<file path="src/lrp_ram.sv">
module lrp_ram #(
  parameter int unsigned WIDTH = 8,
  parameter int unsigned DEPTH = 16
) (
  input  logic                                    clk,
  input  logic                                    we,
  input  logic [(DEPTH > 1 ? $clog2(DEPTH) : 1)-1:0] waddr,
  input  logic [WIDTH-1:0]                        wdata,
  input  logic [(DEPTH > 1 ? $clog2(DEPTH) : 1)-1:0] raddr,
  output logic [WIDTH-1:0]                        rdata
);

  logic [WIDTH-1:0] mem [DEPTH];

  // single write port, registered read
  always_ff @(posedge clk) begin
    if (we) begin
      mem[waddr] <= wdata;
    end
    rdata <= mem[raddr];
  end

endmodule

</file>
<file path="config.mk">
export PLATFORM = sky130hd
export DESIGN_NAME = lrp_ram
export DESIGN_NICKNAME = d
export VERILOG_FILES = /design/src/lrp_ram.sv
export SDC_FILE = /design/constraint.sdc
export NUM_CORES = 1
export LEC_CHECK = 0
export CAP_MARGIN = 0
export CORE_UTILIZATION = 29
export CTS_CLUSTER_DIAMETER = 80
export DETAILED_ROUTE_END_ITERATION = 10
export DONT_BUFFER_PORTS = 1
export PLACE_DENSITY_LB_ADDON = 0.1
export SETUP_SLACK_MARGIN = 0.3
export SYNTH_ARGS = -nofsm -noshare
export SYNTH_HDL_FRONTEND = slang
export SYNTH_SLANG_ARGS = --single-unit
</file>
<file path="constraint.sdc">
create_clock -name clk -period 1.8 [get_ports clk]
set_input_delay 0.18 -clock clk [delete_from_list [all_inputs] [get_ports clk]]
set_output_delay 0.18 -clock clk [all_outputs]
set_load 0.005 [all_outputs]
</file>
==> results.json <==
{
  "outcome": "finished, final reports clean",
  "p_sw_mw": 1.435,
  "ys_seq_area_share_pct": 77.78,
  "path_class": "flip-flop to flip-flop",
  "synth_seq_cells": 136,
  "first_iter_violations": 249,
  "finalNonFillerCells": 504,
  "synth_flop_cell": "edfxtp_1",
  "syn_nets": 247,
  "start_util_pct": 29.76,
  "rrSetupSlack_ns": 0.38,
  "postCtsHoldBufs": 8,
  "crit_required_ns": 2.10,
  "yosysWarnings": 0,
  "relSlewSlack_pct": 40.32,
  "finClkSkew_ns": 0.005683,
  "place_congestion": 0.6522,
  "synth_top_family_by_area": "multiplexers",
  "yosysMostFrequentCell": "edfxtp_1",
  "rsz0062_at_grt": "no",
  "swShare_pct": 17.71,
  "crit_buf_inv": 0,
  "synthMuxAreaShare_pct": 15.02,
  "cpMaxStageDelayCell": "mux4_1",
  "ctsResizeCount": 0,
  "period_minus_slack_ns": 1.418,
  "netlist_top_cells_count": "edfxtp_1, mux4_2, a22oi_1",
  "pin_count": 26,
  "maxSlewViolCount": 0,
  "pwr-share-comb_pct": 3.2,
  "rr_endpoint": "rdata[1]",
  "grt_pass1_wl_um": 16790,
  "rows": 48,
  "synth-simple-area-share_pct": 3.184,
  "start_kind": "flip-flop",
  "cts_buffer_depth": 2,
  "clkTransAtPathRegs_ns": 0.06,
  "drc_errors": 0,
  "drive_gt1_share_pct": 25.09,
  "placed_area_mm2": 0.005498,
  "synth_cells": 229,
  "nFillCells": 1610,
  "async_flop_share_pct": 0,
  "yosysUniqueCellTypes": 19,
  "min_path_type": "input port to flip-flop",
  "first_pass_iters": 4,
  "critical-path-max-stage-delay_ns": 0.52,
  "antenna_found_initial": 0,
  "irDropWorstVdd_mv": 0.6521,
  "grt_max_degree": 33,
  "dp.cells": 464,
  "die_w_um": 135.2,
  "utilization_pct": 36.47,
  "wl_um": 11240,
  "arrival_ns": 1.72,
  "cts_tree": "done",
  "worst_path_dominant_cell_family": "multiplexers",
  "synth_xor_xnor_area_share_pct": 0,
  "hpwlAfterDp_um": 6914,
  "die_y_um": 135.2,
  "core_mm2": 0.01730,
  "port_buffers": 0,
  "p_seq_share_pct": 44.0,
  "pwr-share-clk_pct": 52.8,
  "yosys.area.top_type": "edfxtp_1",
  "r2r_cells": 3,
  "wl_per_cell_um": 22.31,
  "dieArea_mm2": 0.01829,
  "root_buffer": "clkbuf_16",
  "hold_end": "rdata[1]",
  "regArea_mm2": 0.004004,
  "cts.sinks": 136,
  "synthToLayoutAreaGrowth_pct": 22.53,
  "cp_max_fo": 1,
  "insertedDiodeCount": 0,
  "synthAdderAreaFrac_pct": 0,
  "viasPerCell": 4.734,
  "cts_setup_buffers": 0,
  "avgSynthCellArea_um2": 22.48,
  "p_leak_nw": 2.088,
  "multi_input_area_mm2": 0.001062,
  "clk_latency_ns": 0.42,
  "synth_area_leaders": "edfxtp_1, mux4_2, mux4_1, dfxtp_1, a22oi_1",
  "design_area_mm2": 0.006307,
  "yosys.area.top_type_share_pct": 74.67,
  "synth_edf_count": 128,
  "grt_use_total_pct": 13.70,
  "tns_ns": 0,
  "holdCritStartpoint": "raddr[1]",
  "powerDensity_mw_per_mm2": 1285,
  "cellInternalPower_mw": 6.669,
  "grt_overflow": 0,
  "r2r_start": "mem[1][1]",
  "syn_area_mm2": 0.005147,
  "cts.htree.levels": 4,
  "synth_compound_area_share_pct": 2.333,
  "grt_pass1_vias": 2508,
  "drv_cap": 0,
  "setup_viol": 0,
  "fmax_mhz": 705.2,
  "period_share_pct": 78.78,
  "ant_nets": 0,
  "vias": 2386,
  "whs_path_depth": 3,
  "tightest_slew_ns": 0.8919,
  "critPathCaptureType": "flip-flop",
  "path_cells": "mux4_1, a22oi_1, nand2_1",
  "cts_buffers": 17,
  "finalHoldViolCount": 0,
  "nNetsFinal": 284
}
## tightest hold or removal path: stages
cell and delay, ns:
mux4_1 0.13, a22oi_1 0.08, nand2_1 0.06
## cells in the final DEF (no fill, tap or decap), types with 2 or more instances in the layout
cell / instances
dlygate4sd3_1: 8
bufinv_16: 9
mux4_1: 14
nand2_1: 9
nor2_1: 13
nand3b_1: 2
mux4_2: 18
edfxtp_1: 128
clkbuf_16: 17
clkinv_2: 2
nor3_1: 3
nand2b_1: 2
a22oi_1: 16
dfxtp_1: 8
buf_4: 20
## metrics by stage
stage	total power, mW	setup WS [ns]	hold slack [ns]
floorplan	3.803	0.3539	0.2789
global placement	3.839	0.3790	0.2798
detailed placement	3.841	0.3624	0.2801
CTS	8.192	0.3728	0.02822
global route	8.331	0.3268	0.08067
finish	8.103	0.3819	0.07435
## per-layer routing
layer  GRT usage, %  up-vias  part of all wire [%]
met3          3.330       19                   4.3
met5              0        -                     0
met2          20.48       61                    48
met1          18.37     1255                    46
li1               -     1051                     -
met4          7.366        0                   2.3
## cell type report
cell class | instances | area share [%]
Sequential cell | 136 | 63.48
Multi-Input combinational cell | 83 | 16.84
Clock buffer | 18 | 6.804
Clock inverter | 14 | 4.761
Tap cell | 225 | 4.463
Timing Repair Buffer | 28 | 3.650
## logic make-up (layout without fill, tap and decap cells)
logic type,count (synthesis),in the layout
DFF,136,136
and+or+nand+nor,35,35
muxes,32,32
AOI/OAI and AO/OA,16,16
buffers and inverters,10,60
## power by group through the flow
stage	logic (mW)	registers, mW	clock network, mW
global route	0.280	3.57	4.48
CTS	0.264	3.57	4.36
finish	0.258	3.57	4.28
floorplan	0.180	3.62	0
detailed placement	0.207	3.63	0
global placement	0.206	3.63	0
## how the worst max path moves through the flow
stage              start  cells after the start  slack, ns         to
6_report       mem[1][1]                      3       0.38   rdata[1]
5_1_grt        mem[2][2]                      3       0.33   rdata[2]
4_1_cts        mem[2][2]                      3       0.37   rdata[2]
3_5_place_dp    waddr[2]                      3       0.36  mem[2][2]
3_3_place_gp    waddr[2]                      3       0.38  mem[2][2]
2_1_floorplan   waddr[2]                      2       0.35  mem[3][0]
## registers in the layout (all words and copies together) (netlist names)
register,cells
mem,128
rdata,8
Note: power is estimated with default switching activity, not from simulation.
